File: src/sv/jblt_pkg.sv
// ----------------------------------------------------------------------------
// jblt_pkg
// Shared widths, register map and reset values for the single-wire line
// transceiver.
// ----------------------------------------------------------------------------
package jblt_pkg;

  localparam int unsigned DATA_W   = 8;
  localparam int unsigned LEN_W    = 7;
  localparam int unsigned PADDR_W  = 3;
  localparam int unsigned PDATA_W  = 32;
  localparam int unsigned UNIT_W   = 6;

  typedef logic [DATA_W-1:0]  data_t;
  typedef logic [LEN_W-1:0]   len_t;
  typedef logic [PADDR_W-1:0] paddr_t;
  typedef logic [PDATA_W-1:0] pdata_t;
  typedef logic [UNIT_W-1:0]  unit_t;

  // register index, taken from paddr[2]
  localparam logic REG_SAMPLE_DELAY = 1'b0;
  localparam logic REG_RX_LENGTH    = 1'b1;

  localparam data_t SAMPLE_DELAY_RST = 8'd16;
  localparam len_t  RX_LENGTH_RST    = 7'd4;
  localparam len_t  BYTE_COUNT_MAX   = 7'h7f;

  // command codes
  localparam logic CMD_SAMPLE = 1'b0;
  localparam logic CMD_TX     = 1'b1;

  // last time unit of a byte, and of a byte followed by the stop bit
  localparam unit_t UNIT_LAST_BYTE = 6'd31;
  localparam unit_t UNIT_STOP_LOW  = 6'd32;
  localparam unit_t UNIT_LAST_STOP = 6'd33;

endpackage

File: src/sv/joybus_line_transceiver.sv
// ----------------------------------------------------------------------------
// joybus_line_transceiver
// Half-duplex pulse-width line codec: serializes transmit bytes into timed
// units and decodes sampled line levels into bytes and frame completion.
// ----------------------------------------------------------------------------
//  channel  direction  handshake               payload
//  in       input      in_valid / in_ready     command, line_level, tx_byte, tx_last
//  out      output     out_valid / out_ready   drive_low, drive_valid, rx_byte,
//                                              rx_valid, frame_done, run_last
//  cfg      input      APB psel/penable/pready sample_delay @0x0, rx_length @0x4
//
//  A sample beat gives one result beat, a transmit beat 32 (34 with the stop bit),
//  one per cycle while out_ready holds, via the input register and output stage.
//  Sample beats stream at one per cycle while out_ready holds; behind a transmit
//  run one beat waits in the input register and in_ready drops until the run's
//  last unit goes. Receiver state advances as an item moves into the output stage.
//  rst_n is synchronous, active low; pready is always high.
module joybus_line_transceiver
(
  input  logic             clk,
  input  logic             rst_n,
  // input channel
  input  logic             in_valid,
  output logic             in_ready,
  input  logic             in_command,
  input  logic             in_line_level,
  input  jblt_pkg::data_t  in_tx_byte,
  input  logic             in_tx_last,
  // result channel
  output logic             out_valid,
  input  logic             out_ready,
  output logic             out_drive_low,
  output logic             out_drive_valid,
  output jblt_pkg::data_t  out_rx_byte,
  output logic             out_rx_valid,
  output logic             out_frame_done,
  output logic             out_run_last,
  // configuration
  input  logic             psel,
  input  logic             penable,
  input  logic             pwrite,
  input  jblt_pkg::paddr_t paddr,
  input  jblt_pkg::pdata_t pwdata,
  output jblt_pkg::pdata_t prdata,
  output logic             pready
);
  import jblt_pkg::*;

  typedef enum logic [2:0] {
    PH_WAIT_LOW  = 3'd0,
    PH_DELAY     = 3'd1,
    PH_WAIT_HIGH = 3'd2,
    PH_STOP_HIGH = 3'd3
  } phase_t;

  // configuration
  data_t sample_delay_r;
  len_t  rx_length_r;

  // input register
  logic  hold_v_r;
  logic  hold_cmd_r;
  logic  hold_lvl_r;
  data_t hold_byte_r;
  logic  hold_last_r;

  // output stage
  logic  ob_v_r;
  logic  ob_tx_r;
  data_t ob_byte_r;
  logic  ob_last_r;
  unit_t ob_unit_r;
  data_t ob_rxbyte_r;
  logic  ob_rxv_r;
  logic  ob_done_r;

  // receiver
  phase_t phase_r,  phase_nxt;
  data_t  dcnt_r,   dcnt_nxt;
  data_t  shift_r,  shift_nxt;
  logic [2:0] bcnt_r, bcnt_nxt;
  len_t   bytes_r,  bytes_nxt;
  logic   got_nxt;
  logic   done_nxt;
  data_t  rxbyte_nxt;

  logic   in_fire;
  logic   out_fire;
  logic   load;
  logic   cfg_wr;
  data_t  target;
  data_t  dcnt_inc;
  data_t  shift_in;
  logic [2:0] bcnt_inc;
  logic   tx_bit;
  logic [1:0] unit_pos;

  assign pready   = 1'b1;
  assign cfg_wr   = psel && penable && pwrite && pready;
  assign prdata   = (paddr[2] == REG_RX_LENGTH)
                    ? pdata_t'(rx_length_r) : pdata_t'(sample_delay_r);

  assign out_fire = out_valid && out_ready;
  assign load     = hold_v_r && (!ob_v_r || (out_ready && out_run_last));
  assign in_ready = !hold_v_r || load;
  assign in_fire  = in_valid && in_ready;

  // result decode from the output stage
  assign unit_pos = ob_unit_r[1:0];
  assign tx_bit   = ob_byte_r[3'd7 - ob_unit_r[4:2]];

  always_comb begin
    out_valid       = ob_v_r;
    out_drive_valid = ob_tx_r;
    out_rx_byte     = ob_tx_r ? '0 : ob_rxbyte_r;
    out_rx_valid    = !ob_tx_r && ob_rxv_r;
    out_frame_done  = !ob_tx_r && ob_done_r;
    out_drive_low   = 1'b0;
    out_run_last    = 1'b1;
    if (ob_tx_r) begin
      if (ob_unit_r == UNIT_STOP_LOW) begin
        out_drive_low = 1'b1;
      end else if (ob_unit_r == UNIT_LAST_STOP) begin
        out_drive_low = 1'b0;
      end else begin
        // a one is low for one unit, a zero for three
        out_drive_low = (unit_pos == 2'd0) || (!tx_bit && (unit_pos != 2'd3));
      end
      out_run_last = ob_unit_r == (ob_last_r ? UNIT_LAST_STOP : UNIT_LAST_BYTE);
    end
  end

  // receiver next state for the item in the input register
  assign target   = (sample_delay_r == '0) ? 8'd1 : sample_delay_r;
  assign dcnt_inc = dcnt_r + 8'd1;
  assign shift_in = {shift_r[DATA_W-2:0], hold_lvl_r};
  assign bcnt_inc = bcnt_r + 3'd1;

  always_comb begin
    phase_nxt  = phase_r;
    dcnt_nxt   = dcnt_r;
    shift_nxt  = shift_r;
    bcnt_nxt   = bcnt_r;
    bytes_nxt  = bytes_r;
    got_nxt    = 1'b0;
    done_nxt   = 1'b0;
    rxbyte_nxt = '0;
    if (hold_cmd_r == CMD_TX) begin
      phase_nxt = PH_WAIT_LOW;
      dcnt_nxt  = '0;
      shift_nxt = '0;
      bcnt_nxt  = '0;
      bytes_nxt = '0;
    end else begin
      case (phase_r)
        PH_DELAY: begin
          dcnt_nxt = dcnt_inc;
          if (dcnt_inc >= target) begin
            shift_nxt = shift_in;
            bcnt_nxt  = bcnt_inc;
            if (bcnt_inc == 3'd0) begin
              got_nxt    = 1'b1;
              rxbyte_nxt = shift_in;
              if (bytes_r < BYTE_COUNT_MAX) begin
                bytes_nxt = bytes_r + 7'd1;
              end
            end
            phase_nxt = hold_lvl_r ? PH_WAIT_LOW : PH_WAIT_HIGH;
          end
        end
        PH_WAIT_HIGH: begin
          if (hold_lvl_r) begin
            phase_nxt = PH_WAIT_LOW;
          end
        end
        PH_STOP_HIGH: begin
          if (hold_lvl_r) begin
            done_nxt  = 1'b1;
            phase_nxt = PH_WAIT_LOW;
            dcnt_nxt  = '0;
            shift_nxt = '0;
            bcnt_nxt  = '0;
            bytes_nxt = '0;
          end
        end
        default: begin
          phase_nxt = PH_WAIT_LOW;
          if (!hold_lvl_r) begin
            if (bytes_r >= rx_length_r) begin
              phase_nxt = PH_STOP_HIGH;
            end else begin
              phase_nxt = PH_DELAY;
              dcnt_nxt  = '0;
            end
          end
        end
      endcase
    end
  end

  always_ff @(posedge clk) begin
    if (!rst_n) begin
      sample_delay_r <= SAMPLE_DELAY_RST;
      rx_length_r    <= RX_LENGTH_RST;
      hold_v_r       <= 1'b0;
      ob_v_r         <= 1'b0;
      ob_tx_r        <= 1'b0;
      ob_unit_r      <= '0;
      phase_r        <= PH_WAIT_LOW;
      dcnt_r         <= '0;
      shift_r        <= '0;
      bcnt_r         <= '0;
      bytes_r        <= '0;
    end else begin
      if (cfg_wr) begin
        if (paddr[2] == REG_SAMPLE_DELAY) begin
          sample_delay_r <= pwdata[DATA_W-1:0];
        end else begin
          rx_length_r <= pwdata[LEN_W-1:0];
        end
      end

      if (in_fire) begin
        hold_v_r <= 1'b1;
      end else if (load) begin
        hold_v_r <= 1'b0;
      end

      if (load) begin
        // move the held item into the output stage
        ob_v_r    <= 1'b1;
        ob_tx_r   <= hold_cmd_r;
        ob_unit_r <= '0;
        phase_r   <= phase_nxt;
        dcnt_r    <= dcnt_nxt;
        shift_r   <= shift_nxt;
        bcnt_r    <= bcnt_nxt;
        bytes_r   <= bytes_nxt;
      end else if (out_fire) begin
        if (out_run_last) begin
          ob_v_r <= 1'b0;
        end else begin
          ob_unit_r <= ob_unit_r + 6'd1;
        end
      end
    end
  end

  // payload registers
  always_ff @(posedge clk) begin
    if (in_fire) begin
      hold_cmd_r  <= in_command;
      hold_lvl_r  <= in_line_level;
      hold_byte_r <= in_tx_byte;
      hold_last_r <= in_tx_last;
    end
    if (load) begin
      ob_byte_r   <= hold_byte_r;
      ob_last_r   <= hold_last_r;
      ob_rxbyte_r <= rxbyte_nxt;
      ob_rxv_r    <= got_nxt;
      ob_done_r   <= done_nxt;
    end
  end

`ifndef ASSERT_OFF
  a_tx_run_length: assert property (@(posedge clk) disable iff (!rst_n)
    out_valid && out_drive_valid && out_run_last |-> ob_unit_r >= UNIT_LAST_BYTE)
    else $error("transmit run ended before the last data unit");

  a_ready_when_empty: assert property (@(posedge clk) disable iff (!rst_n)
    !in_ready |-> hold_v_r && ob_v_r)
    else $error("input stalled with a free stage");

  a_drain: assert property (@(posedge clk) disable iff (!rst_n)
    out_fire && out_run_last && !load |=> !out_valid)
    else $error("output stage kept a finished run");

  a_tx_no_rx: assert property (@(posedge clk) disable iff (!rst_n)
    out_valid && out_drive_valid |-> !out_rx_valid && !out_frame_done)
    else $error("receive flags on a transmit unit");

  a_unit_hold: assert property (@(posedge clk) disable iff (!rst_n)
    out_valid && !out_ready |=> ob_unit_r == $past(ob_unit_r))
    else $error("unit counter moved during a stall");
`endif

endmodule

File: config.mk
export PLATFORM = sky130hd
export DESIGN_NAME = joybus_line_transceiver
export DESIGN_NICKNAME = d
export VERILOG_FILES = /design/src/sv/jblt_pkg.sv /design/src/sv/joybus_line_transceiver.sv
export SDC_FILE = /design/constraint.sdc
export NUM_CORES = 1
export LEC_CHECK = 0
export BUFFER_PORTS_ARGS = -buffer_cell sky130_fd_sc_hd__buf_2
export CAP_MARGIN = 40
export CELL_PAD_IN_SITES_DETAIL_PLACEMENT = 1
export CELL_PAD_IN_SITES_GLOBAL_PLACEMENT = 2
export CORE_ASPECT_RATIO = 1.4
export CORE_MARGIN = 4
export CORE_UTILIZATION = 34
export CTS_BUF_LIST = sky130_fd_sc_hd__clkbuf_8
export DETAILED_ROUTE_END_ITERATION = 10
export PLACE_DENSITY = 0.85
export SYNTH_ARGS = -nofsm -noshare
export SYNTH_HDL_FRONTEND = slang
export SYNTH_SLANG_ARGS = --single-unit
File: constraint.sdc
create_clock -name clk -period 3.25 [get_ports clk]
set_clock_uncertainty 0.1 [all_clocks]
set_input_delay 0.1625 -clock clk [delete_from_list [all_inputs] [get_ports clk]]
set_output_delay 0.1625 -clock clk [all_outputs]
set_load 0.05 [all_outputs]
Yosys cells after proc, flatten, opt, wreduce, memory -nomap -nowiden
Cells that the tools add are included.
{"block": "classes", "add_sub_neg": 5, "multipliers": 0, "n_div": 0, "n_lt_le_gt_ge": 4, "n_eq_ne": 15, "shift": 0, "n_mux": 41, "n_bitwise": 7, "n_reduce_logical": 36}
{"op": "8-bit two-way mux", "count": 7}
{"op": "7-bit two-way mux", "count": 7}
{"op": "7-bit case mux with 2 select lines", "count": 2}
{"op": "8-bit case mux with 3 select lines", "count": 1}
{"op": "3-bit two-way mux", "count": 5}
{"op": "6-bit == test, second input constant", "count": 2}
{"op": "1-bit two-way mux", "count": 12}
{"op": "3-bit inequality test, second input constant", "count": 4}
{"op": "3-bit case mux with 2 select lines", "count": 2}
{"op": "1-bit logical AND", "count": 9}
{"op": "8-bit by 1-bit adder with 8-bit output, second input constant", "count": 1}
{"op": "8-bit greater-or-equal comparator", "count": 1}
{"op": "8-bit logical NOT", "count": 1}
{"op": "2-bit AND reduction", "count": 4}
{"op": "7-bit by 1-bit adder with 7-bit output, second input constant", "count": 1}
{"op": "7-bit greater-or-equal comparator", "count": 1}
{"op": "7-bit less-than comparator, second input constant", "count": 1}
{"op": "1-bit NOT", "count": 7}
{"op": "6-bit by 1-bit adder with 6-bit output, second input constant", "count": 1}
{"op": "3-bit by 2-bit == test with 1-bit output, second input constant", "count": 2}
{"op": "6-bit == test", "count": 1}
{"op": "2-bit two-way mux", "count": 3}
{"op": "6-bit two-way mux", "count": 1}
{"op": "6-bit AND reduction", "count": 1}
{"op": "other kinds (21)", "count": 31}
{"block": "word_totals", "regBits": 82, "latch_bits": 0, "ram_bits": 0, "romBits": 0, "output_inout_bits": 48, "elab_cells": 128, "n_memories": 0}

Longest topological paths before layout
{"block": "logic_depth", "word_depth": 9, "mapped_depth": 12, "ltp_nobuf": 11}

Least setup slack after synthesis
Ideal clock, no wire load.
{"block": "synth_path", "path_type": "flip-flop to flip-flop", "start": "reg ob_unit_r[2]", "end": "reg hold_byte_r[0], enable pin", "arrival_time_ns": 2.346, "required_time_ns": 2.768, "setup_slack_ns": 0.422, "stages_incl_launch_ff": 7, "period_less_slack_ns": 2.828, "cell_sequence": "dfxtp_1 buf_6 or4b_4 o31ai_4 or2_2 a21oi_1 a21oi_1"}
{"block": "synth_via", "elab_chain_cells": 7}
{"element": "start, declared", "line": "joybus_line_transceiver.sv:72", "source": "unit_t ob_unit_r;"}
{"element": "start signal, assigned", "line": "joybus_line_transceiver.sv:243", "source": "ob_unit_r <= ob_unit_r + 6'd1;"}
{"element": "6-bit == test", "line": "joybus_line_transceiver.sv:129", "source": "out_run_last = ob_unit_r == (ob_last_r ? UNIT_LAST_STOP : UNIT_LAST_BYTE);"}
{"element": "1-bit two-way mux", "line": "joybus_line_transceiver.sv:120", "source": "if (ob_tx_r) begin"}
{"element": "net out_run_last", "line": "joybus_line_transceiver.sv:37", "source": "output logic out_run_last,"}
{"element": "1-bit logical AND", "line": "joybus_line_transceiver.sv:104", "source": "assign load = hold_v_r && (!ob_v_r || (out_ready && out_run_last));"}
{"element": "1-bit logical OR", "line": "joybus_line_transceiver.sv:104"}
{"element": "1-bit logical AND", "line": "joybus_line_transceiver.sv:104"}
{"element": "1-bit logical OR", "line": "joybus_line_transceiver.sv:105", "source": "assign in_ready = !hold_v_r || load;"}
{"element": "1-bit logical AND", "line": "joybus_line_transceiver.sv:106", "source": "assign in_fire = in_valid && in_ready;"}
{"element": "net in_fire", "line": "joybus_line_transceiver.sv:87", "source": "logic in_fire;"}
{"element": "end signal, assigned", "line": "joybus_line_transceiver.sv:254", "source": "hold_byte_r <= in_tx_byte;"}
{"element": "end, declared", "line": "joybus_line_transceiver.sv:64", "source": "data_t hold_byte_r;"}
The timed path passes the listed nets, and every way through them passes these cells.
A chain may end at the register's enable or synchronous reset.

Worst setup path in the final report
{"block": "layout_path", "start": "reg dcnt_r[0]", "end": "reg shift_r[0]"}
{"block": "layout_via", "elab_chain_cells": 4}
{"element": "start, declared", "line": "joybus_line_transceiver.sv:79", "source": "data_t dcnt_r, dcnt_nxt;"}
{"element": "start signal, assigned", "line": "joybus_line_transceiver.sv:235", "source": "dcnt_r <= dcnt_nxt;"}
{"element": "8-bit by 1-bit adder with 8-bit output", "line": "joybus_line_transceiver.sv:135", "source": "assign dcnt_inc = dcnt_r + 8'd1;"}
{"element": "8-bit greater-or-equal comparator", "line": "joybus_line_transceiver.sv:158", "source": "if (dcnt_inc >= target) begin"}
{"element": "3-bit inequality test (no source line)"}
{"element": "4-bit AND reduction (no source line)"}
{"element": "end signal, assigned", "line": "joybus_line_transceiver.sv:236", "source": "shift_r <= shift_nxt;"}
{"element": "end, declared", "line": "joybus_line_transceiver.sv:80", "source": "data_t shift_r, shift_nxt;"}
No other way between the ends.

==> run metrics <==
GPL Wtd Cong=0.783; die area=0.0144 mm^2; leakage power=0.00203 uW; Antenna diodes=0; CORE AREA=0.0123 mm^2; cells after synthesis=443; share of cells above drive strength 1=17.4%; startpoint types=flop; Async SR Flop Fraction=0%; pre-CTS setup slack=0.255 ns; post-route insts no fill=666; top cells by area, synth=dfxtp_1, edfxtp_1, nand2_1, ha_1, buf_4; EDFF count, synth=30; htree depth=3; CP max FO=19; # IOs=101; warning count from the yosys run=0; CTS Sinks=81; Setup Fix Bufs, Post-CTS=0; Final Hold Viols=0; placed cells=630; hold_sp=out_ready; Nets=586; Max rail drop VDD=0.000175 V; initial antenna violation count=0; drt total wl=9820 um; drt wl/cell=14.7 um; Post-CTS Hold Buffers=20; clock period minus final worst setup slack=3.02 ns; Syn-to-layout area delta=16.8%; fin worst setup slack=0.227 ns; RR Startpoint=dcnt_r[0]; DR DRC count=0; most common cell after layout, fill and taps aside=nand2_1; Initial Util=34.5%; Pwr Density=435 mW/mm^2; CP required=3.39 ns; Max Clock Freq=331 MHz; number of gates resized after CTS=0; pins over their slew limit=0; clock root cell=clkbuf_8; Initial DRT Pass Iterations=4; Setup crit end kind=flop; Clk pin slew, worst setup/hold paths=0.08 ns; TNS Setup=0 ns; #FFs+latches synth=81; placed cell areas=0.00455 mm^2; crit path kind=flop to flop; Synth area leader=dfxtp_1; die span in y=140 um; CTS tree=done; hpwl dp=7310 um; Netlist cell types=56; total of max-cap violations=0; vias in the first global route=3396; top-area cell type share of the netlist area=24.0%; relative slew slack=43.6%; post-synthesis sequential area ratio=45.2%; Post-Syn Area per Cell=9.60 um^2; status=completed; CTS max path bufs=2; Post-synth top flop=dfxtp_1; RSZ-0062 raised after global routing=no; # port buffers=49; DIE WIDTH=103 um; worst hold path class=input port to flop; Tightest Pin Transition=0.839 ns; Tcrit/Tclk final=93.0%; total CTS buffers=9; vias=3281; fin area=0.00497 mm^2; Synth Cell Area=0.00425 mm^2; largest net degree at the start of global routing=33; grt total ovfl=0; via/cell ratio=4.93; GRT Resource Usage Total=14.5%; Critical Path AT=3.17 ns; Rows=48; most frequent cells in the layout=nand2_1, dfxtp_1, buf_2, edfxtp_1, conb_1; 1st-iter DRT viols=125; first-pass GRT wire length=16400 um; ANT nets after route=0; Skew-Pair Late Insertion Delay=0.35 ns; critical path startpoint=dcnt_r[0]; endpoints failing setup=0
area by class of cell:
cell class | instances | area [um^2]
fill | 1451 | 7350
multi-input combinational | 320 | 2060
inverter | 22 | 82.6
clock buffer | 9 | 124
clock inverter | 7 | 88.8
tap | 150 | 188
timing repair buffer | 77 | 505
sequential | 81 | 1920
kinds of logic after synthesis:
logic type	synth area share, %
compound gates	15.0
xor+xnor	2.27
fa+ha+maj	6.47
buf+inv	8.48
flops	45.2
mux	3.18
other cells	0.177
simple gates	19.2
stage by stage:
| step | utilization (%) | hold slack (ns) | power, uW |
|---|---|---|---|
| floorplan | - | 0.161 | 1330 |
| global placement | 37.0 | 0.241 | 1360 |
| detailed placement | 37.0 | 0.242 | 1370 |
| CTS | 40.3 | 0.121 | 2190 |
| global route | 40.3 | 0.142 | 2260 |
| finish | 40.3 | 0.138 | 2160 |
sequential cells by signal, summed over array words and instances (netlist names), 2 cells and up:
| name | cells |
|---|---|
| ob_unit_r | 6 |
| dcnt_r | 8 |
| phase_r | 2 |
| bcnt_r | 3 |
| ob_rxbyte_r | 8 |
| hold_byte_r | 8 |
| bytes_r | 7 |
| shift_r | 7 |
| ob_byte_r | 8 |
| rx_length_r | 7 |
| sample_delay_r | 8 |
worst paths after layout:
kind | cells past startpoint | slack [ns] | endpoint
max reg2reg | 11 | 0.23 | shift_r[0]
max | 11 | 0.23 | shift_r[0]
min reg2reg | 0 | 0.33 | ob_byte_r[4]
min | 3 | 0.14 | out_valid
critical path: stages, from the launching register on:
cell     delay [ns]
dfxtp_1        0.43
and3_1         0.21
and3_1         0.26
nand3_1        0.13
xnor2_1        0.19
ha_1           0.34
nand3_1        0.11
o31ai_1        0.34
nor3b_4        0.26
buf_4          0.25
mux2i_1        0.22
nor2b_1        0.06
Yosys cell counts (all sizes together) (2+ instances only):
cell	count
a21boi	16
a21o	4
a21oi	10
a31o	13
and2	9
and3	5
buf	28
clkbuf	15
conb	2
dfxtp	51
edfxtp	30
ha	22
inv	22
mux2	2
mux2i	6
mux4	2
nand2	76
nand2b	6
nand3	13
nand4	4
nand4b	2
nor2	25
nor2b	12
nor3	3
nor3b	2
o211ai	4
o21a	4
o21ai	11
o22ai	2
o31ai	11
or2	3
or4	3
xnor2	3
xor2	8
layer usage:
metal	track usage [%]	routed length [um]	vias up
met4	5.60	186	0
met2	27.0	5350	63
met3	2.09	372	11
met5	0	0	-
met1	16.0	3910	1575
li1	-	-	1632
where the power goes:
part | leakage, uW | switching, uW | internal (uW)
logic | 0.00121 | 194 | 73.5
clock network | 0.000112 | 369 | 427
registers | 0.000701 | 16.2 | 1080
total | 0.00203 | 579 | 1580
(Power assumes the default switching activity.)
